## config.mk

```make
export PLATFORM = sky130hd
export DESIGN_NAME = stts_cell
export DESIGN_NICKNAME = d
export VERILOG_FILES = /design/src/stts_pkg.sv /design/src/stts_cell.sv
export SDC_FILE = /design/constraint.sdc
export NUM_CORES = 1
export LEC_CHECK = 0
export BUFFER_PORTS_ARGS = -buffer_cell sky130_fd_sc_hd__buf_2
export CORE_ASPECT_RATIO = 1.1
export CORE_UTILIZATION = 40
export DETAILED_ROUTE_END_ITERATION = 8
export PLACE_DENSITY = 0.68
export RECOVER_POWER = 50
export SKIP_LAST_GASP = 1
export SYNTH_ARGS = -nofsm -noshare
export SYNTH_HDL_FRONTEND = slang
export SYNTH_SLANG_ARGS = --single-unit
```

## constraint.sdc

```tcl
create_clock -name clk -period 3.9 [get_ports clk]
set_clock_uncertainty 0.05 [all_clocks]
set_input_delay 0.585 -clock clk [delete_from_list [all_inputs] [get_ports clk]]
set_output_delay 0.585 -clock clk [all_outputs]
set_load 0.01 [all_outputs]
```

## src/stts_pkg.sv

```systemverilog
// Package with shared constants, codes and types for the timer and task scheduler.
package stts_pkg;

    localparam int MAX_TIMERS = 16;
    localparam int TASK_DEPTH = 16;
    localparam int RESULT_CAP = 32;
    localparam int SLOT_W     = (MAX_TIMERS > 1) ? $clog2(MAX_TIMERS) : 1;
    localparam int TASK_W     = (TASK_DEPTH > 1) ? $clog2(TASK_DEPTH) : 1;
    localparam int TCNT_W     = $clog2(TASK_DEPTH + 1);
    localparam int RCNT_W     = $clog2(RESULT_CAP + 1);
    localparam int SCAN_W     = $clog2(MAX_TIMERS + 2);
    localparam int TIME_W     = 40;
    localparam logic [TIME_W-1:0] TIME_MAX = {TIME_W{1'b1}};

    // Request codes.
    localparam logic [2:0] REQ_ADD   = 3'd0;
    localparam logic [2:0] REQ_CLEAR = 3'd1;
    localparam logic [2:0] REQ_TICK  = 3'd2;
    localparam logic [2:0] REQ_POST  = 3'd3;
    localparam logic [2:0] REQ_STOP  = 3'd4;

    // Result kinds.
    localparam logic [1:0] KIND_ADDED = 2'd0;
    localparam logic [1:0] KIND_FULL  = 2'd1;
    localparam logic [1:0] KIND_FIRED = 2'd2;
    localparam logic [1:0] KIND_TASK  = 2'd3;

    // One timer slot.
    typedef struct packed {
        logic              valid;
        logic [TIME_W-1:0] due;
        logic [31:0]       period;
        logic              rpt;
        logic [31:0]       ident;
    } slot_t;

    // Candidate passed along the selection chain.
    typedef struct packed {
        logic              found;
        logic [TIME_W-1:0] due;
        logic [31:0]       ident;
        logic [SLOT_W-1:0] idx;
    } cand_t;

    // Command broadcast from the controller to every cell.
    typedef struct packed {
        logic              write;
        logic [SLOT_W-1:0] write_idx;
        slot_t             write_slot;
        logic              kill;
        logic [SLOT_W-1:0] kill_idx;
        logic              fire;
        logic [SLOT_W-1:0] fire_idx;
        logic              tick_start;
        logic [TIME_W-1:0] now;
    } cell_cmd_t;

    // Saturating add into the time count.
    function automatic logic [TIME_W-1:0] sat_add(input logic [TIME_W-1:0] a,
                                                  input logic [31:0] b);
        logic [TIME_W:0] s;
        s = {1'b0, a} + {{(TIME_W-31){1'b0}}, b};
        return s[TIME_W] ? TIME_MAX : s[TIME_W-1:0];
    endfunction

endpackage

```

## src/stts_cell.sv

```systemverilog
// One timer cell: holds a slot and merges its own candidate into the chain.
module stts_cell (
    input  logic                       clk,
    input  logic                       rst_n,
    input  logic [stts_pkg::SLOT_W-1:0] my_idx,
    input  stts_pkg::cell_cmd_t        cmd,
    input  stts_pkg::cand_t            cand_in,
    output stts_pkg::cand_t            cand_out,
    output stts_pkg::slot_t            slot
);

    logic                valid_reg;
    logic                done_reg;
    stts_pkg::slot_t     data_reg;
    stts_pkg::cand_t     cand_reg;
    logic                eligible;
    logic                better;

    assign slot = '{valid: valid_reg, due: data_reg.due, period: data_reg.period,
                    rpt: data_reg.rpt, ident: data_reg.ident};

    // A cell competes when valid, due and not yet fired on this tick.
    assign eligible = valid_reg && !done_reg && (data_reg.due <= cmd.now);
    assign better = !cand_in.found || (data_reg.due < cand_in.due) ||
                    ((data_reg.due == cand_in.due) && (data_reg.ident < cand_in.ident));

    // Registered hand-off to the next cell.
    always_ff @(posedge clk or negedge rst_n)
    begin
        if (!rst_n)
        begin
            cand_reg <= '0;
        end
        else if (eligible && better)
        begin
            cand_reg <= '{found: 1'b1, due: data_reg.due, ident: data_reg.ident, idx: my_idx};
        end
        else
        begin
            cand_reg <= cand_in;
        end
    end
    assign cand_out = cand_reg;

    // Slot state update.
    always_ff @(posedge clk or negedge rst_n)
    begin
        if (!rst_n)
        begin
            valid_reg <= 1'b0;
            done_reg  <= 1'b0;
        end
        else
        begin
            if (cmd.tick_start)
            begin
                done_reg <= 1'b0;
            end
            if (cmd.write && cmd.write_idx == my_idx)
            begin
                valid_reg <= 1'b1;
            end
            if (cmd.kill && cmd.kill_idx == my_idx)
            begin
                valid_reg <= 1'b0;
            end
            if (cmd.fire && cmd.fire_idx == my_idx)
            begin
                done_reg <= 1'b1;
                if (!data_reg.rpt)
                begin
                    valid_reg <= 1'b0;
                end
            end
        end
    end

    // Payload needs no reset.
    always_ff @(posedge clk)
    begin
        if (cmd.write && cmd.write_idx == my_idx)
        begin
            data_reg <= cmd.write_slot;
        end
        else if (cmd.fire && cmd.fire_idx == my_idx && data_reg.rpt)
        begin
            data_reg.due <= stts_pkg::sat_add(cmd.now, data_reg.period);
        end
    end

endmodule

```

After elaboration in Yosys (flattened, before gate mapping)
Index checks and enable logic that the tools add are counted.
{"block": "classes", "n_reduce_logical": 14, "n_eq_ne": 4, "n_lt_le_gt_ge": 3, "mux": 10, "addsub": 1}
{"cell": "40-bit 2-to-1 mux", "n": 3}
{"cell": "77-bit 2-to-1 mux", "n": 1}
{"cell": "40-bit by 32-bit adder with 41-bit output", "n": 1}
{"cell": "40-bit equality test", "n": 1}
{"cell": "40-bit <= comparator", "n": 1}
{"cell": "40-bit less-than comparator", "n": 1}
{"cell": "32-bit less-than comparator", "n": 1}
{"cell": "4-bit equality test", "n": 3}
{"cell": "1-bit logical AND", "n": 8}
{"cell": "1-bit 2-to-1 mux", "n": 6}
{"cell": "2-bit nonzero test", "n": 2}
{"cell": "1-bit zero test", "n": 2}
{"cell": "1-bit logical OR", "n": 2}
{"block": "word_totals", "regBits": 184, "input_bits": 245, "output_inout_bits": 183, "word_cells": 42}

Longest topological paths before layout
{"block": "logic_depth", "depth_word": 6, "mapped_depth": 13, "depth_no_buf": 11}

Worst setup path before layout
Ideal clock, no wire load.
{"block": "synth_path", "path_kind": "input to register", "from": "in my_idx[2] in the netlist's numbering", "to": "reg data_reg, in the netlist slot[100] (enable)", "cell_stages": 4, "t_arrival_ns": 3.872, "required_ns": 3.357, "path_buffers": 0, "path_slack_ns": -0.515, "setup_time_ns": 0.493, "cell_sequence": "xor2_1 nor3_1 nand3_1 o21ai_0"}
{"block": "synth_via", "elab_chain_cells": 4, "elab_cells_between_ends": 6, "classes_between": "2 x eq/ne; 4 x reduce/logical"}
{"item": "start, declared", "line_no": "stts_cell.sv:5", "rtl": "input logic [stts_pkg::SLOT_W-1:0] my_idx,"}
{"item": "4-bit equality test", "line_no": "stts_cell.sv:85", "rtl": "else if (cmd.fire && cmd.fire_idx == my_idx && data_reg.rpt)"}
{"item": "1-bit logical AND (2 in series)", "line_no": "stts_cell.sv:85"}
{"item": "2-bit nonzero test (no source line) (*)"}
{"item": "end signal, assigned", "line_no": "stts_cell.sv:83", "rtl": "data_reg <= cmd.write_slot;"}
{"item": "end, declared", "line_no": "stts_cell.sv:14", "rtl": "stts_pkg::slot_t data_reg;"}
Mark *: on every way between the ends. The rest lies on a longest branch, timed or not.
A chain may end at the register's enable or synchronous reset.

Final worst setup path
{"block": "layout_path", "from": "reg data_reg, in the netlist slot[33]", "to": "reg data_reg, in the netlist slot[82] (data pin)"}
{"block": "layout_via", "elab_chain_cells": 4}
{"item": "40-bit by 32-bit adder with 41-bit output", "line_no": "stts_pkg.sv:62", "rtl": "s = {1'b0, a} + {{(TIME_W-31){1'b0}}, b};"}
{"item": "40-bit 2-to-1 mux", "line_no": "stts_pkg.sv:63", "rtl": "return s[TIME_W] ? TIME_MAX : s[TIME_W-1:0];"}
{"item": "40-bit 2-to-1 mux", "line_no": "stts_cell.sv:85"}
{"item": "40-bit 2-to-1 mux", "line_no": "stts_cell.sv:81", "rtl": "if (cmd.write && cmd.write_idx == my_idx)"}
Every way passes these cells. The select of a mux whose other input is x is not followed.

==> summary.md <==
| Metric | Value |
|---|---|
| Clk sinks | `184` |
| Die height | `178 µm` |
| GPL Wtd Cong | `0.894` |
| Antenna viol nets, final | `0` |
| Initial DRC Count | `616` |
| Final setup violation count | `0` |
| CTS H-tree lvls | `4` |
| Cell Int Power | `3.67 mW` |
| Required time worst endpoint | `4.04 ns` |
| Startpoint types | `register` |
| Tot Pwr | `5.33 mW` |
| Setup Buffers After CTS | `0` |
| Top_reg_cell synth | `edfxtp_1` |
| Leakage power | `6.77 nW` |
| Seq cells post-synth | `184` |
| Synth async-reset ratio | `0.429` |
| Initial core utilization | `0.406` |
| Commonest non-fill, non-tap cell in the layout | `buf_2` |
| PD cells | `371 nW/µm²` |
| Initial antenna violation count | `5` |
| Post-Syn Nets | `1372` |
| Number of buffers created by CTS | `17` |
| Fin crit period | `3.57 ns` |
| Final period utilization | `0.914` |
| Final HPWL DP | `28700 µm` |
| Post-layout net count | `1818` |
| Rel. slew slack | `-0.109` |
| Logic pwr share | `0.238` |
| Fmax | `0.280 GHz` |
| Synth Area per Inst | `11.5 µm²` |
| Post-synth EDFFs | `105` |
| DR WL/cell | `19.8 µm` |
| Rows | `64` |
| Max FFs per register | `105` |
| FILL cells | `2614` |
| PortBufs | `426` |
| CTS tree | `built` |
| Die ar. | `28900 µm²` |
| Clock transition at path regs | `0.08 ns` |
| Final WL | `35900 µm` |
| Yosys warnings | `0` |
| Post-DR vias/cell | `5.31` |
| Seq/Total Area, Yosys | `0.454` |
| CP endpoint kind | `register` |
| VDD IR max | `229 µV` |
| Post-route cell area | `14400 µm²` |
| Post-Syn Instances | `983` |
| Switching portion of total power | `0.312` |
| Flop pwr share | `0.436` |
| Width of the die | `162 µm` |
| CP arrival | `3.71 ns` |
| Worst-Margin Slew | `1.66 ns` |
| Netlist Area Pre-Place | `11300 µm²` |
| Layout area overhead | `27.3%` |
| CTS max path bufs | `2` |
| Fin. Hold Viols | `0` |
| Post-route DRC | `0` |
| Vias in the first global route | `9441` |
| Final WS setup | `0.334 ns` |
| Tot GR Track Use | `0.242` |
| Most frequent cells in the layout | `294 x buf_2, 143 x ha_1, 134 x clkbuf_1, 119 x inv_1, 105 x edfxtp_1` |
| Violated checks | `capacitance limit, slew limit` |
| Crit path max fanout | `33` |
| Result of the run | `finished, violations left` |
| RSZ-0062 raised after global routing | `no` |
| Worst slack at placement | `-0.0374 ns` |
| Slew Limit Fails | `26` |
| Proportion of layout cells with a drive suffix above 1 | `0.273` |
| Core Region | `27800 µm²` |
| Vias | `9631` |
| Drt pass-1 iters | `5` |
| Grt total ovfl | `0` |
| Root Buffer | `clkbuf_16` |
| Setup CP Type | `register to register` |
| Area after DPL | `13900 µm²` |
| Net switching power | `1.66 mW` |
| Min-delay worst type | `primary input to register` |
| First-pass GRT wire length | `52100 µm` |
| Largest net degree at the start of global routing | `44` |
| Max Cap Viol | `1` |
| IO Pins | `428` |
| Clock power share | `0.326` |
| Worst-Skew Late Latency | `0.45 ns` |
| Synth cell types | `65` |
==> synthesized netlist by cell type (all sizes together), types with 3 or more instances <==
master	count	share of area
a2111oi	3	0.0029
a21oi	58	0.026
xnor2	26	0.020
and4	5	0.0039
o211ai	6	0.0040
o21a	9	0.0060
o31ai	3	0.0020
o21ai	35	0.016
nor2	28	0.0093
nor2b	9	0.0050
ha	143	0.16
a31oi	5	0.0047
nand2	37	0.012
and3	4	0.0022
a21o	54	0.036
o21bai	4	0.0027
a211o	4	0.0031
mux2	76	0.076
nand3	15	0.0067
nor3	12	0.0053
nand4	28	0.016
dfrtp	79	0.18
a211oi	6	0.0040
buf	15	0.012
clkbuf	6	0.0021
edfxtp	105	0.28
inv	119	0.040
xor2	17	0.013
o22a	35	0.027
nor4	6	0.0039
==> power groups by stage <==
stage | Sequential, mW | Clock, mW | Combinational [mW]
after floorplan | 2.43 | 0 | 0.689
after global placement | 2.35 | 0 | 1.27
after detailed placement | 2.36 | 0 | 1.30
after CTS | 2.32 | 1.77 | 1.31
after global routing | 2.34 | 1.83 | 1.39
final | 2.32 | 1.74 | 1.27
==> cells by family (layout without fill, tap and decap cells) <==
group,Yosys count,after routing,synth area share
AOI/OAI and AO/OA,242,242,0.152
DFF,184,184,0.454
and+or+nand+nor,152,152,0.0694
adders and majority gates,144,144,0.160
buffers and inverters,141,600,0.0540
muxes,77,77,0.0767
xor gates and xnor gates,43,43,0.0334
other,0,8,0
==> final cells by class <==
cell class                      instances  area, µm²  share of cell area
Timing Repair Buffer                  448       2180               0.152
Antenna cell                            8       20.0             0.00139
Inverter                              120        452              0.0314
Tap cell                              363        454              0.0316
Clock inverter                         14        134             0.00932
Clock buffer                           18        429              0.0299
Sequential cell                       184       5130               0.357
Multi-Input combinational cell        658       5570               0.388
==> per-layer routing <==
layer | GRT usage | share of wire | up-vias
met5 | 0 | 0.00036 | -
li1 | - | - | 4559
met2 | 0.406 | 0.49 | 375
met1 | 0.309 | 0.43 | 4637
met3 | 0.0407 | 0.055 | 58
met4 | 0.0951 | 0.027 | 2
==> per-stage QoR <==
step                setup TNS, ns  hold slack (ns)  utilization  cells
detailed placement         -0.505            0.454        0.502   1772
global placement          -0.0603            0.442        0.502   1772
global route                    0            0.235        0.517   1809
CTS                             0            0.232        0.522   1805
finish                          0            0.256        0.517   1813
floorplan                       0            0.239            -    983
==> worst max-delay path: stages, from the launching register on <==
cell	delay, ns
edfxtp_1	0.43
ha_1	0.23
fa_1	0.40
a211oi_1	0.24
nor2_1	0.12
o31ai_1	0.26
nand4_1	0.23
a31oi_2	0.39
o221ai_2	0.22
o22ai_4	0.20
o21ai_4	0.10
buf_12	0.17
o22a_1	0.22
==> timing repair <==
item / 4_1_cts / 5_1_grt
setup endpoints to repair: 0 / 4
hold endpoints to repair: 20 / 0
hold buffers: 1 / 0
resized for setup: 0 / 1
==> path summary, 6_finish.rpt <==
check / startpoint / to / slack (ns) / cells past startpoint
worst max-delay path: slot[33] / slot[82] / 0.33 / 12
worst min-delay path: cmd[58] / slot[7] / 0.26 / 1
worst max register to register: slot[33] / slot[82] / 0.33 / 12
worst min register to register: slot[65] / cand_out[36] / 0.48 / 1
max in group asynchronous: rst_n / cand_out[58] / 0.69 / 3
min in group asynchronous: rst_n / cand_out[20] / 0.93 / 2
(Power assumes the default switching activity.)
