`src/stts_pkg.sv`:
```
// Package with shared constants, codes and types for the timer and task scheduler.
package stts_pkg;

    localparam int MAX_TIMERS = 16;
    localparam int TASK_DEPTH = 16;
    localparam int RESULT_CAP = 32;
    localparam int SLOT_W     = (MAX_TIMERS > 1) ? $clog2(MAX_TIMERS) : 1;
    localparam int TASK_W     = (TASK_DEPTH > 1) ? $clog2(TASK_DEPTH) : 1;
    localparam int TCNT_W     = $clog2(TASK_DEPTH + 1);
    localparam int RCNT_W     = $clog2(RESULT_CAP + 1);
    localparam int SCAN_W     = $clog2(MAX_TIMERS + 2);
    localparam int TIME_W     = 40;
    localparam logic [TIME_W-1:0] TIME_MAX = {TIME_W{1'b1}};

    // Request codes.
    localparam logic [2:0] REQ_ADD   = 3'd0;
    localparam logic [2:0] REQ_CLEAR = 3'd1;
    localparam logic [2:0] REQ_TICK  = 3'd2;
    localparam logic [2:0] REQ_POST  = 3'd3;
    localparam logic [2:0] REQ_STOP  = 3'd4;

    // Result kinds.
    localparam logic [1:0] KIND_ADDED = 2'd0;
    localparam logic [1:0] KIND_FULL  = 2'd1;
    localparam logic [1:0] KIND_FIRED = 2'd2;
    localparam logic [1:0] KIND_TASK  = 2'd3;

    // One timer slot.
    typedef struct packed {
        logic              valid;
        logic [TIME_W-1:0] due;
        logic [31:0]       period;
        logic              rpt;
        logic [31:0]       ident;
    } slot_t;

    // Candidate passed along the selection chain.
    typedef struct packed {
        logic              found;
        logic [TIME_W-1:0] due;
        logic [31:0]       ident;
        logic [SLOT_W-1:0] idx;
    } cand_t;

    // Command broadcast from the controller to every cell.
    typedef struct packed {
        logic              write;
        logic [SLOT_W-1:0] write_idx;
        slot_t             write_slot;
        logic              kill;
        logic [SLOT_W-1:0] kill_idx;
        logic              fire;
        logic [SLOT_W-1:0] fire_idx;
        logic              tick_start;
        logic [TIME_W-1:0] now;
    } cell_cmd_t;

    // Saturating add into the time count.
    function automatic logic [TIME_W-1:0] sat_add(input logic [TIME_W-1:0] a,
                                                  input logic [31:0] b);
        logic [TIME_W:0] s;
        s = {1'b0, a} + {{(TIME_W-31){1'b0}}, b};
        return s[TIME_W] ? TIME_MAX : s[TIME_W-1:0];
    endfunction

endpackage

```
`src/stts_fifo.sv`:
```
// Task tag FIFO with count, flush and single pop port.
module stts_fifo (
    input  logic                        clk,
    input  logic                        rst_n,
    input  logic                        push,
    input  logic [15:0]                 push_tag,
    input  logic                        pop,
    input  logic                        flush,
    output logic [stts_pkg::TCNT_W-1:0] count,
    output logic [15:0]                 head_tag
);

    logic [15:0]                 mem [stts_pkg::TASK_DEPTH];
    logic [stts_pkg::TASK_W-1:0] rd_reg, rd_next;
    logic [stts_pkg::TASK_W-1:0] wr_reg, wr_next;
    logic [stts_pkg::TCNT_W-1:0] cnt_reg;

    assign count    = cnt_reg;
    assign head_tag = mem[rd_reg];

    // Pointer wrap at the depth.
    always_comb
    begin
        rd_next = (rd_reg == stts_pkg::TASK_W'(stts_pkg::TASK_DEPTH - 1)) ? '0
                  : rd_reg + stts_pkg::TASK_W'(1);
        wr_next = (wr_reg == stts_pkg::TASK_W'(stts_pkg::TASK_DEPTH - 1)) ? '0
                  : wr_reg + stts_pkg::TASK_W'(1);
    end

    always_ff @(posedge clk or negedge rst_n)
    begin
        if (!rst_n)
        begin
            rd_reg  <= '0;
            wr_reg  <= '0;
            cnt_reg <= '0;
        end
        else if (flush)
        begin
            rd_reg  <= '0;
            wr_reg  <= '0;
            cnt_reg <= '0;
        end
        else if (push)
        begin
            wr_reg  <= wr_next;
            cnt_reg <= cnt_reg + stts_pkg::TCNT_W'(1);
        end
        else if (pop)
        begin
            rd_reg  <= rd_next;
            cnt_reg <= cnt_reg - stts_pkg::TCNT_W'(1);
        end
    end

    always_ff @(posedge clk)
    begin
        if (push && !flush)
        begin
            mem[wr_reg] <= push_tag;
        end
    end

endmodule

```
`config.mk`:
```
export PLATFORM = sky130hd
export DESIGN_NAME = stts_fifo
export DESIGN_NICKNAME = d
export VERILOG_FILES = /design/src/stts_pkg.sv /design/src/stts_fifo.sv
export SDC_FILE = /design/constraint.sdc
export NUM_CORES = 1
export LEC_CHECK = 0
export ABC_AREA = 1
export ABC_CLOCK_PERIOD_IN_PS = 2400
export BUFFER_PORTS_ARGS = -buffer_cell sky130_fd_sc_hd__buf_2
export CAP_MARGIN = 20
export CORE_MARGIN = 10
export CORE_UTILIZATION = 54
export CTS_CLUSTER_DIAMETER = 150
export DETAILED_ROUTE_END_ITERATION = 7
export GPL_ROUTABILITY_DRIVEN = 1
export PLACE_DENSITY_LB_ADDON = 0.15
export SLEW_MARGIN = 40
export SYNTH_ARGS = -nofsm -noshare
export SYNTH_HDL_FRONTEND = slang
export SYNTH_SLANG_ARGS = --single-unit
```
`constraint.sdc`:
```
create_clock -name clk -period 2.4 [get_ports clk]
set_input_delay 0.12 -clock clk [delete_from_list [all_inputs] [get_ports clk]]
set_output_delay 0.12 -clock clk [all_outputs]
set_load 0.01 [all_outputs]
```
Yosys cells after proc, flatten, opt, wreduce, memory -nomap -nowiden. Memory sizes are Yosys's and may differ from the RTL's. Index checks and enable logic that the tools add are counted.

Flip-flop bits (word level): 13. Bits in latches: 0. RAM bits: 256. Memory bits (read-only): 0. Input bits: 21. Output and inout port bits: 21. Logic and storage cells: 29. Memories kept: 1.

Memories: mem (depth 16, bits a word 16, read ports 1, clocked after memory_dff 0, write ports 1, RTL line stts_fifo.sv:13) `logic [15:0] mem [stts_pkg::TASK_DEPTH];`.

Add/sub/neg operators: 4. $mul: 0. Divide/modulo/power cells: 0. Order comparisons: 0. Equality and inequality tests: 3. Shifts and indexed selects: 0. Muxes and demuxes: 12. Bitwise operators: 0. Reduce and logical (&&, ||, !) cells: 6.

Operators with widths (number): two-way mux 4 bit (7); two-way mux 5 bit (3); adder 4 x 1 -> 4 bit, second input constant (2); == test 4 bit, second input constant (2); adder 5 x 1 -> 5 bit, second input constant (1); subtractor 5 x 1 -> 5 bit, second input constant (1); nonzero test 2 bit (2); nonzero test 3 bit (1); two-way mux 1 bit (2); inequality test 2 x 1 -> 1 bit, second input constant (1); AND reduction 2 bit (1); logical AND 1 bit (1); zero test 1 bit (1).

Depth between registers and ports, before layout. Gate-level depths: netlist of run 1.

Depth in word-level cells: 5. Mapped depth: 9. Gate-level depth less buffers: 7.

Worst setup path after synthesis of run 1. OpenSTA, ideal clock, no wires.

Path kind: register to register. From: register wr_reg[0] (netlist name). To: memory mem[11][0] (enable). Library setup time: 0.388 ns. Data arrival time: 1.433 ns. Required time: 2.012 ns. Slack: 0.579 ns. Cell stages (with the launch flop): 4. Path buffers: 0. Period minus slack after synthesis: 1.821 ns. Cells stage by stage: dfrtp_1 ha_1 nand3_1 nor2_1.

RTL lines: from (decl) (RTL line stts_fifo.sv:15) `logic [stts_pkg::TASK_W-1:0] wr_reg, wr_next;`; from (signal assigned) (RTL line stts_fifo.sv:46) `wr_reg <= wr_next;`; to (decl) (RTL line stts_fifo.sv:13).

Straight into the memory's write port.

Worst setup path in the final report of run 1.
From: register rd_reg[0] (netlist name). To: output head_tag[8].

Word-level cells in the longest chain between the ends: 1.

Ends and longest elaborated chain: from (decl) (RTL line stts_fifo.sv:14) `logic [stts_pkg::TASK_W-1:0] rd_reg, rd_next;`; from (signal assigned) (RTL line stts_fifo.sv:51) `rd_reg <= rd_next;`; memory read (16 x 16 bit); to (decl) (RTL line stts_fifo.sv:10) `output logic [15:0] head_tag`.

No other way between the ends.

==> flow_metrics.py, run 1 <==
metrics = {
    "logic_synthesis": {
        "synth_top_area_share_pct": 66.49,
        "ys_seq_area_share_pct": 69.30,
        "synth_area_um2": 11560,
        "synth.distinct_cells": 23,
        "syn-instance-count": 1118,
        "yosysMostFrequentCell": "nand2_1",
        "synth_commonest_cells": "nand2_1 (433), edfxtp_1 (256), nor2_1 (120), inv_1 (111), nand3_1 (107)",
        "synthFlopType": "edfxtp_1",
        "synth_warnings": 0,
        "ys_ff_latch": 269,
        "yosysTopAreaCell": "edfxtp_1",
        "synth_area_leaders": "edfxtp_1 (66%), nand2_1 (14%), nand3_1 (4.6%)",
        "avgSynthCellArea_um2": 10.34,
        "syn_nets": 1148,
        "synthArstFlopShare_pct": 4.833,
        "synth_edf_count": 256,
    },
    "floorplanning": {
        "dieArea_um2": 27660,
        "fp.dieH_um": 166.3,
        "die_x_um": 166.3,
        "pin_count": 42,
        "core_um2": 21020,
        "start_util_pct": 55.00,
        "row_count": 53,
    },
    "status": {
        "outcome": "finished with violations",
        "violations": "negative hold slack",
    },
    "setup_path": {
        "critPathMostFrequentCell": "nand2_1",
        "worstPathCellList": "clkinv_8 > buf_16 > nand2_1 > nand2_1 > nand2_1 > nand3_1 > nand2_1 > nand2_1 > buf_2",
        "cpMaxStageDelayCell": "dfrtp_4",
        "cp-end-kind": "output pin",
        "cp_max_fo": 32,
        "cp_num_buf_inv": 3,
        "required_ns": 2.28,
        "criticalPathCategory": "flip-flop to output pin",
        "startpoint_type": "flip-flop",
        "critPathTopFamily": "buffers and inverters",
        "slowest_delay_ns": 0.54,
        "worstPathArrival_ns": 2.16,
    },
    "job": {
        "drv_cap": 0,
    },
    "final_layout": {
        "diodes": 0,
        "largest_register": "mem",
        "multi_input_area_um2": 2882,
        "syn_to_final_growth_pct": 17.07,
        "fillers": 1637,
        "finalInstanceArea_um2": 13540,
        "final_nets": 1242,
        "largest_reg_flops": 256,
        "seq_area_um2": 8018,
        "layout-drive-gt1-share_pct": 12.00,
    },
    "sta": {
        "final.period_utilization_pct": 94.82,
        "max_freq_mhz": 439.4,
        "finalMaxSlewViolations": 0,
        "fin_tns_setup_ns": 0,
        "slew_headroom_pct": 60.77,
        "timing.final.hold_violations": 1,
        "fin_worst_skew_ns": 0.01161,
        "rsz0062_at_grt": "false",
        "holdWs_ns": -0.003044,
        "worst_slack_ns": 0.1244,
        "min_period_ns": 2.276,
        "tightest_slew_ns": 0.5823,
        "setup_viol": 0,
    },
    "cts": {
        "cts.clk_slew.worst_paths_ns": 0.06,
        "htree_levels": 1,
        "clock-sinks": 269,
        "cts_root_buf": "clkbuf_16",
        "post_cts_buffers": 0,
        "cts_buffers": 28,
        "cts_tree": "done",
        "cts_buffer_depth": 3,
        "clock_latency_ns": 0.54,
    },
    "detailed_routing": {
        "first_pass_iters": 7,
        "wl_per_cell_um": 19.11,
        "routed_via_density": 5.208,
        "wl_mm": 28.82,
        "vias": 7853,
        "drtAntennaViolNets": 0,
        "route.detailed.drc": 0,
        "drtIter0Drc": 743,
    },
    "pwr": {
        "fin_total_pwr_w": 0.01049,
        "power.density_nw_per_um2": 775.2,
        "p_leak_nw": 5.605,
        "ir_drop_mv": 0.5764,
    },
    "grt": {
        "grt-ovfl-total": 0,
        "antenna_found_initial": 1,
        "grt_max_degree": 82,
        "grt_usage_pct": 20.04,
        "grt_pass1_wl_mm": 43.69,
        "grt_pass1_vias": 7530,
    },
    "place": {
        "port-buffer-count": 41,
        "postPlaceCellArea_um2": 12290,
        "gp_congestion": 0.8074,
        "post-place-ws_ns": 0.5305,
        "dp_hpwl_mm": 16.14,
    },
    "min_path": {
        "hp-class": "primary input to flip-flop",
    },
}
-- cells in the final DEF (no fill, tap or decap), types with 2 or more instances in the layout --
master	netlist	layout
nand2_1	433	433
edfxtp_1	256	256
inv_1	111	110
nand3_1	107	107
nor2_1	120	104
buf_2	24	40
buf_4	14	39
clkbuf_16	0	31
dlygate4sd3_1	0	22
nor2_2	0	16
dfrtp_1	13	11
clkinv_1	1	10
o21ai_0	8	8
ha_1	8	8
clkbuf_1	3	6
a21oi_1	4	4
buf_12	0	4
bufinv_16	0	3
buf_16	0	3
clkinvlp_4	0	2
xor2_1	2	2
clkinv_2	0	2
-- cell families (layout without fill, tap and decap cells) --
kind of cell             Yosys count  after routing  share of synthesized area (%)
flip-flops                       269            269                          69.30
AO/OA/AOI/OAI                     13             13                         0.5736
XOR/XNOR                           3              3                         0.2273
adder cells (fa/ha/maj)            9              9                          1.039
buffers and inverters            162            277                          6.125
AND/OR/NAND/NOR                  662            662                          22.74
-- final timing paths --
kind,startpoint,end,slack (ns),depth (start not counted)
min in group asynchronous,rst_n,count[1]$_DFFE_PN0P_,0.52,3
max in group asynchronous,rst_n,count[2]$_DFFE_PN0P_,0.87,4
hold reg to reg,count[3]$_DFFE_PN0P_,count[3]$_DFFE_PN0P_,0.51,2
hold / removal,push_tag[3],mem[6][3]$_DFFE_PP_,-0.003,1
setup reg to reg,wr_reg[0]$_DFFE_PN0P_,mem[11][3]$_DFFE_PP_,0.70,4
setup / recovery,rd_reg[0]$_DFFE_PN0P_,head_tag[8],0.12,9
-- final cells by class --
cell class,count,share of cell area [%]
clock buffer,35,5.528
clock inverter,16,1.128
inverter,115,3.328
multi-input combinational,687,21.29
sequential,269,59.23
tap,275,2.542
timing repair buffer,111,6.951
-- routing by layer --
layer | up-vias | global-route usage [%] | wire length, um | part of all wire, %
met5 | - | 0 | 11 | 0.038
met4 | 2 | 5.269 | 716 | 2.5
met3 | 56 | 3.431 | 2057 | 7.1
met2 | 296 | 32.28 | 13630 | 47
met1 | 3694 | 27.63 | 12410 | 43
li1 | 3805 | - | - | -
-- where the power goes --
part / switching [W] / internal, W
registers: 0.0000418 / 0.00519
clock network: 0.00176 / 0.00252
logic: 0.000636 / 0.000336
-- worst reg2reg max path: stages, from the launching register on --
cell and delay (ns):
dfrtp_1 0.42, ha_1 0.22, nand3_1 0.23, nor2_2 0.14
buf_4 0.35
-- metrics by stage --
stage / instances / utilization, %
floorplan: 1118 / -
global placement: 1432 / 58.48
detailed placement: 1432 / 58.48
CTS: 1506 / 64.04
global route: 1508 / 64.39
finish: 1508 / 64.39
-- what timing repair did --
item                                    4_1_cts  5_1_grt
cloned                                        1        2
hold endpoints to repair                    263        0
endpoints found under the setup margin        8       15
hold buffers                                 22        0
gates resized for setup                       3       10
(Power assumes the default switching activity.)
==> run 2, diff against run 1 <==
--- a/config.mk
+++ b/config.mk
@@ -5,8 +5,7 @@
 export SDC_FILE = /design/constraint.sdc
 export NUM_CORES = 1
 export LEC_CHECK = 0
-export ABC_AREA = 1
-export ABC_CLOCK_PERIOD_IN_PS = 2400
+export ABC_CLOCK_PERIOD_IN_PS = 1850
 export BUFFER_PORTS_ARGS = -buffer_cell sky130_fd_sc_hd__buf_2
 export CAP_MARGIN = 20
 export CORE_MARGIN = 10
==> constraint.sdc (replaced) <==
create_clock -name clk -period 1.85 [get_ports clk]
set_input_delay 0.0925 -clock clk [delete_from_list [all_inputs] [get_ports clk]]
set_output_delay 0.0925 -clock clk [all_outputs]
set_load 0.01 [all_outputs]
==> flow_metrics.py, run 2 <==
metrics = {
    "job": {
        "drv_cap": 0,
    },
    "detailed_routing": {
        "wl_per_cell_um": 25.53,
        "drtAntennaViolNets": 0,
        "route.detailed.drc": 0,
        "routed_via_density": 5.955,
        "first_pass_iters": 5,
        "vias": 5866,
        "drtIter0Drc": 650,
        "wl_mm": 25.14,
    },
    "setup_path": {
        "required_ns": 1.76,
        "ff2ff_setup_slack_ns": 0.04,
        "worstPathArrival_ns": 2.30,
        "cp_max_fo": 6,
        "criticalPathCategory": "flip-flop to output pin",
        "startpoint_type": "flip-flop",
        "critPathLaunch": "rd_reg[0]$_DFFE_PN0P_",
        "r2r_end": "count[4]$_DFFE_PN0P_",
        "reg2reg_from": "count[0]$_DFFE_PN0P_",
        "cp-end-kind": "output pin",
        "reg2reg_depth": 5,
    },
    "sta": {
        "finalMaxSlewViolations": 0,
        "worst_slack_ns": -0.5461,
        "slew_headroom_pct": 64.19,
        "min_period_ns": 2.396,
        "tightest_slew_ns": 0.5361,
        "fin_tns_setup_ns": -7.928,
        "final.period_utilization_pct": 129.5,
        "setup_viol": 16,
        "rsz0062_at_grt": "true",
        "fin_worst_skew_ns": 0.01029,
        "max_freq_mhz": 417.3,
        "timing.final.hold_violations": 0,
    },
    "logic_synthesis": {
        "synth_top_area_share_pct": 71.13,
        "synth_warnings": 0,
        "synth_edf_count": 256,
        "ys_seq_area_share_pct": 74.14,
        "syn_nets": 600,
        "yosysTopAreaCell": "edfxtp_1",
        "syn-instance-count": 570,
        "ys_ff_latch": 269,
        "synth_area_leaders": "edfxtp_1 (71%), mux4_2 (6.7%), mux2i_1 (6.2%)",
        "synthArstFlopShare_pct": 4.833,
        "synth_commonest_cells": "edfxtp_1 (256), mux2i_1 (67), mux4_2 (32), nand2_1 (27), nor2_1 (22)",
        "synthFlopType": "edfxtp_1",
        "synth_area_um2": 10810,
        "avgSynthCellArea_um2": 18.96,
        "synth.distinct_cells": 36,
        "yosysMostFrequentCell": "edfxtp_1",
    },
    "pwr": {
        "p_leak_nw": 4.574,
        "swShare_pct": 20.22,
        "comb_power_share_pct": 7.3,
        "ir_drop_mv": 0.6684,
        "internal_power_w": 0.01051,
        "p_sw_w": 0.002664,
        "seq_power_share_pct": 51.3,
        "clock_power_share_pct": 41.4,
        "power.density_nw_per_um2": 967.6,
    },
    "final_layout": {
        "largest_register": "mem",
        "largest_reg_flops": 256,
        "final_cell_mix": "edfxtp_1 (256), mux2i_1 (60), buf_2 (36), mux4_2 (32), buf_4 (32)",
        "final_common_cell": "edfxtp_1",
        "diodes": 0,
        "syn_to_final_growth_pct": 26.00,
        "fillers": 1243,
        "layout-drive-gt1-share_pct": 36.94,
        "final_nets": 731,
    },
    "cts": {
        "cts_root_buf": "clkbuf_16",
        "cts_buffers": 27,
        "cts.clk_slew.worst_paths_ns": 0.06,
        "clock_latency_ns": 0.52,
        "cts_buffer_depth": 3,
        "clock-sinks": 269,
        "htree_levels": 1,
        "cts_tree": "done",
    },
    "min_path": {
        "hp-class": "primary input to async pin",
    },
    "status": {
        "violations": "negative setup slack",
        "outcome": "finished with violations",
    },
    "grt": {
        "grt_pass1_wl_mm": 37.88,
        "grt_pass1_vias": 6033,
        "antenna_found_initial": 0,
        "grt-ovfl-total": 0,
        "grt_usage_pct": 19.16,
        "grt_max_degree": 25,
    },
    "floorplanning": {
        "core_um2": 19590,
        "fp.dieH_um": 161.5,
        "pin_count": 42,
        "die_x_um": 161.5,
        "start_util_pct": 55.17,
        "dieArea_um2": 26070,
        "row_count": 51,
    },
    "place": {
        "post-place-ws_ns": -0.04421,
        "dp_hpwl_mm": 14.02,
        "port-buffer-count": 41,
        "gp_congestion": 0.7865,
    },
}
[run 2: cell count changes after synthesis, moves of 16 or more]
cell / delta
inv_1: -107
mux4_2: +32
mux2i_1: +67
nor2_1: -98
buf_2: -22
nand2_1: -406
a221oi_1: +19
a22oi_1: +16
nand3_1: -103
[run 2: critical path: stages (launching register included)]
cell and delay, ns:
dfrtp_4 0.48, buf_8 0.17, buf_12 0.14, mux4_2 0.54, a22oi_2 0.19, nand2_2 0.10
buf_2 0.16
[run 2: cell families after synthesis]
logic type | synth area share, %
AO/OA/AOI/OAI | 6.043
XOR/XNOR | 0.4052
adder cells (fa/ha/maj) | 1.111
buffers and inverters | 2.350
flip-flops | 74.14
multiplexers | 13.08
AND/OR/NAND/NOR | 2.871
[run 2: final cells by class]
type | count | area [um^2] | share of cell area, %
Inverter | 4 | 15.01 | 0.1103
Tap cell | 265 | 331.6 | 2.435
Multi-Input combinational cell | 268 | 2902 | 21.31
Sequential cell | 269 | 8019 | 58.88
Clock buffer | 35 | 725.7 | 5.329
Clock inverter | 13 | 167.7 | 1.231
Timing Repair Buffer | 131 | 1458 | 10.70
[run 2: worst max path at each step]
stage	depth (start not counted)	slack (ns)	to
after floorplan	3	-0.23	mem[13][0]$_DFFE_PP_
after CTS	6	-0.54	head_tag[14]
after global placement	6	-0.05	head_tag[12]
after detailed placement	6	-0.04	head_tag[12]
final	6	-0.55	head_tag[14]
after global routing	6	-0.62	head_tag[7]
[run 2: layer usage]
metal  wire, um  global-route usage, %
met5          0                      0
met3       1493                  2.644
met2      12460                  31.20
met4        394                  4.342
met1      10790                  26.99
[run 2: power by group through the flow]
| stage | Sequential, W | Clock, W | Combinational, W |
|---|---|---|---|
| after floorplan | 0.00689 | 0 | 0.000424 |
| after global placement | 0.00688 | 0 | 0.000700 |
| after detailed placement | 0.00689 | 0 | 0.000725 |
| after CTS | 0.00676 | 0.00552 | 0.000908 |
| after global routing | 0.00676 | 0.00580 | 0.00103 |
| final | 0.00676 | 0.00546 | 0.000957 |
[run 2: metrics by stage]
step | util (%) | instances | instance area (um^2) | total power (W) | hold slack, ns
CTS | 68.66 | 981 | 13450 | 0.01319 | 0.01905
floorplan | - | 570 | 10860 | 0.007319 | -0.2031
global placement | 60.32 | 893 | 11820 | 0.007582 | 0.001660
finish | 69.52 | 985 | 13620 | 0.01318 | 0.01171
global route | 69.52 | 985 | 13620 | 0.01359 | 0.04023
detailed placement | 60.32 | 893 | 11820 | 0.007613 | 0.009842
[run 2: what timing repair did]
item | 4_1_cts | 5_1_grt
gates cloned | 9 | 2
hold endpoints to repair | 277 | 0
pin swaps | 40 | 25
hold buffers | 20 | 0
resized for setup | 54 | 24
endpoints found under the setup margin | 17 | 21
buffers inserted | 11 | 2
==> run 3, diff against run 2 <==
--- a/config.mk
+++ b/config.mk
@@ -14,6 +14,7 @@
 export DETAILED_ROUTE_END_ITERATION = 7
 export GPL_ROUTABILITY_DRIVEN = 1
 export PLACE_DENSITY_LB_ADDON = 0.15
+export SKIP_LAST_GASP = 1
 export SLEW_MARGIN = 40
 export SYNTH_ARGS = -nofsm -noshare
 export SYNTH_HDL_FRONTEND = slang
==> flow_metrics.py, run 3 (synthesis gave the netlist of run 2 again) <==
metrics = {
    "cts": {
        "htree_levels": 1,
        "cts_buffers": 27,
        "clock-sinks": 269,
        "cts_root_buf": "clkbuf_16",
        "cts.clk_slew.worst_paths_ns": 0.06,
        "clock_latency_ns": 0.52,
        "cts_buffer_depth": 3,
        "cts_tree": "done",
    },
    "detailed_routing": {
        "routed_via_density": 5.974,
        "route.detailed.drc": 0,
        "wl_mm": 25.12,
        "drtAntennaViolNets": 0,
        "first_pass_iters": 5,
        "vias": 5884,
        "wl_per_cell_um": 25.50,
        "drtIter0Drc": 589,
    },
    "grt": {
        "grt-ovfl-total": 0,
        "grt_usage_pct": 19.16,
        "grt_max_degree": 25,
        "grt_pass1_wl_mm": 37.88,
        "grt_pass1_vias": 6033,
        "antenna_found_initial": 0,
    },
    "pwr": {
        "fin_total_pwr_w": 0.01318,
        "power.density_nw_per_um2": 968.9,
        "ir_drop_mv": 0.6717,
        "p_leak_nw": 4.570,
    },
    "setup_path": {
        "worstPathCellList": "buf_8 > buf_12 > mux4_2 > a22oi_2 > nand2_1 > buf_2",
        "startpoint_type": "flip-flop",
        "critPathTopFamily": "multiplexers",
        "cp_max_fo": 6,
        "required_ns": 1.76,
        "criticalPathCategory": "flip-flop to output pin",
        "cp-end-kind": "output pin",
        "cpMaxStageDelayCell": "mux4_2",
        "worstPathArrival_ns": 2.32,
        "cp_num_buf_inv": 3,
        "slowest_delay_ns": 0.54,
    },
    "floorplanning": {
        "pin_count": 42,
        "core_um2": 19590,
        "fp.dieH_um": 161.5,
        "die_x_um": 161.5,
        "dieArea_um2": 26070,
        "start_util_pct": 55.17,
        "row_count": 51,
    },
    "final_layout": {
        "syn_to_final_growth_pct": 25.84,
        "final_common_cell": "edfxtp_1",
        "utilization_pct": 69.43,
        "final_cell_mix": "edfxtp_1 (256), mux2i_1 (60), buf_2 (37), buf_4 (33), mux4_2 (32)",
        "finalInstanceArea_um2": 13600,
        "layout-drive-gt1-share_pct": 36.67,
        "diodes": 0,
        "largest_reg_flops": 256,
        "final_nets": 731,
        "largest_register": "mem",
    },
    "place": {
        "post-place-ws_ns": -0.04421,
        "gp_congestion": 0.7865,
        "dp_hpwl_mm": 14.02,
        "postPlaceCellArea_um2": 11820,
        "port-buffer-count": 41,
    },
    "job": {
        "drv_cap": 0,
    },
    "sta": {
        "finalMaxSlewViolations": 0,
        "worst_slack_ns": -0.5671,
        "fin_worst_skew_ns": 0.008650,
        "timing.final.hold_violations": 0,
        "max_freq_mhz": 413.7,
        "setup_viol": 16,
        "min_period_ns": 2.417,
        "slew_headroom_pct": 64.57,
        "tightest_slew_ns": 0.5304,
        "holdWs_ns": 0.01106,
        "final.period_utilization_pct": 130.7,
        "rsz0062_at_grt": "true",
    },
    "status": {
        "violations": "negative setup slack",
        "outcome": "finished with violations",
    },
    "min_path": {
        "hp-class": "primary input to async pin",
    },
}
## run 3: path summary, 6_finish.rpt
| check | startpoint | endpoint | slack [ns] | depth (start not counted) |
|---|---|---|---|---|
| max | rd_reg[0]$_DFFE_PN0P_ | head_tag[14] | -0.57 | 6 |
| min | rst_n | wr_reg[2]$_DFFE_PN0P_ | 0.01 | 2 |
| max reg2reg | count[0]$_DFFE_PN0P_ | count[4]$_DFFE_PN0P_ | 0.04 | 5 |
| min reg2reg | count[2]$_DFFE_PN0P_ | count[2]$_DFFE_PN0P_ | 0.56 | 2 |
| max in group asynchronous | rst_n | rd_reg[0]$_DFFE_PN0P_ | 1.56 | 2 |
| min in group clk | push | wr_reg[1]$_DFFE_PN0P_ | 0.07 | 4 |
## run 3: stage by stage
| stage | cells | setup TNS (ns) |
|---|---|---|
| finish | 985 | -7.934 |
| global placement | 893 | -0.04879 |
| floorplan | 570 | -24.63 |
| detailed placement | 893 | -0.1232 |
| CTS | 981 | -7.919 |
| global route | 985 | -9.284 |
## run 3: layout make-up
cell class	count	area [um^2]
fill	1244	5989
clock buffer	35	725.7
multi-input combinational	268	2894
tap	265	331.6
timing repair buffer	131	1448
clock inverter	13	167.7
sequential	269	8019
inverter	4	15.01
## run 3: report_power, final
group | total [W] | switching, W | internal, W
registers | 0.00676 | 0.0000325 | 0.00673
logic | 0.000949 | 0.000480 | 0.000469
clock network | 0.00547 | 0.00216 | 0.00331
total | 0.0132 | 0.00267 | 0.0105
## run 3: metal layers
layer	up-vias	routed length [um]	track usage, %	share of wire [%]
li1	2597	-	-	-
met1	3037	10830	26.99	43
met2	213	12410	31.20	49
met3	37	1466	2.644	5.8
met4	0	417	4.342	1.7
met5	-	0	0	0
## run 3: timing repair
| action | CTS | global route |
|---|---|---|
| gates cloned | 9 | 2 |
| pin swaps | 40 | 24 |
| resized for setup | 54 | 20 |
| setup endpoints to repair | 17 | 21 |
| hold endpoints to repair | 277 | 0 |
| setup buffers | 11 | 2 |
| hold buffers | 20 | 0 |
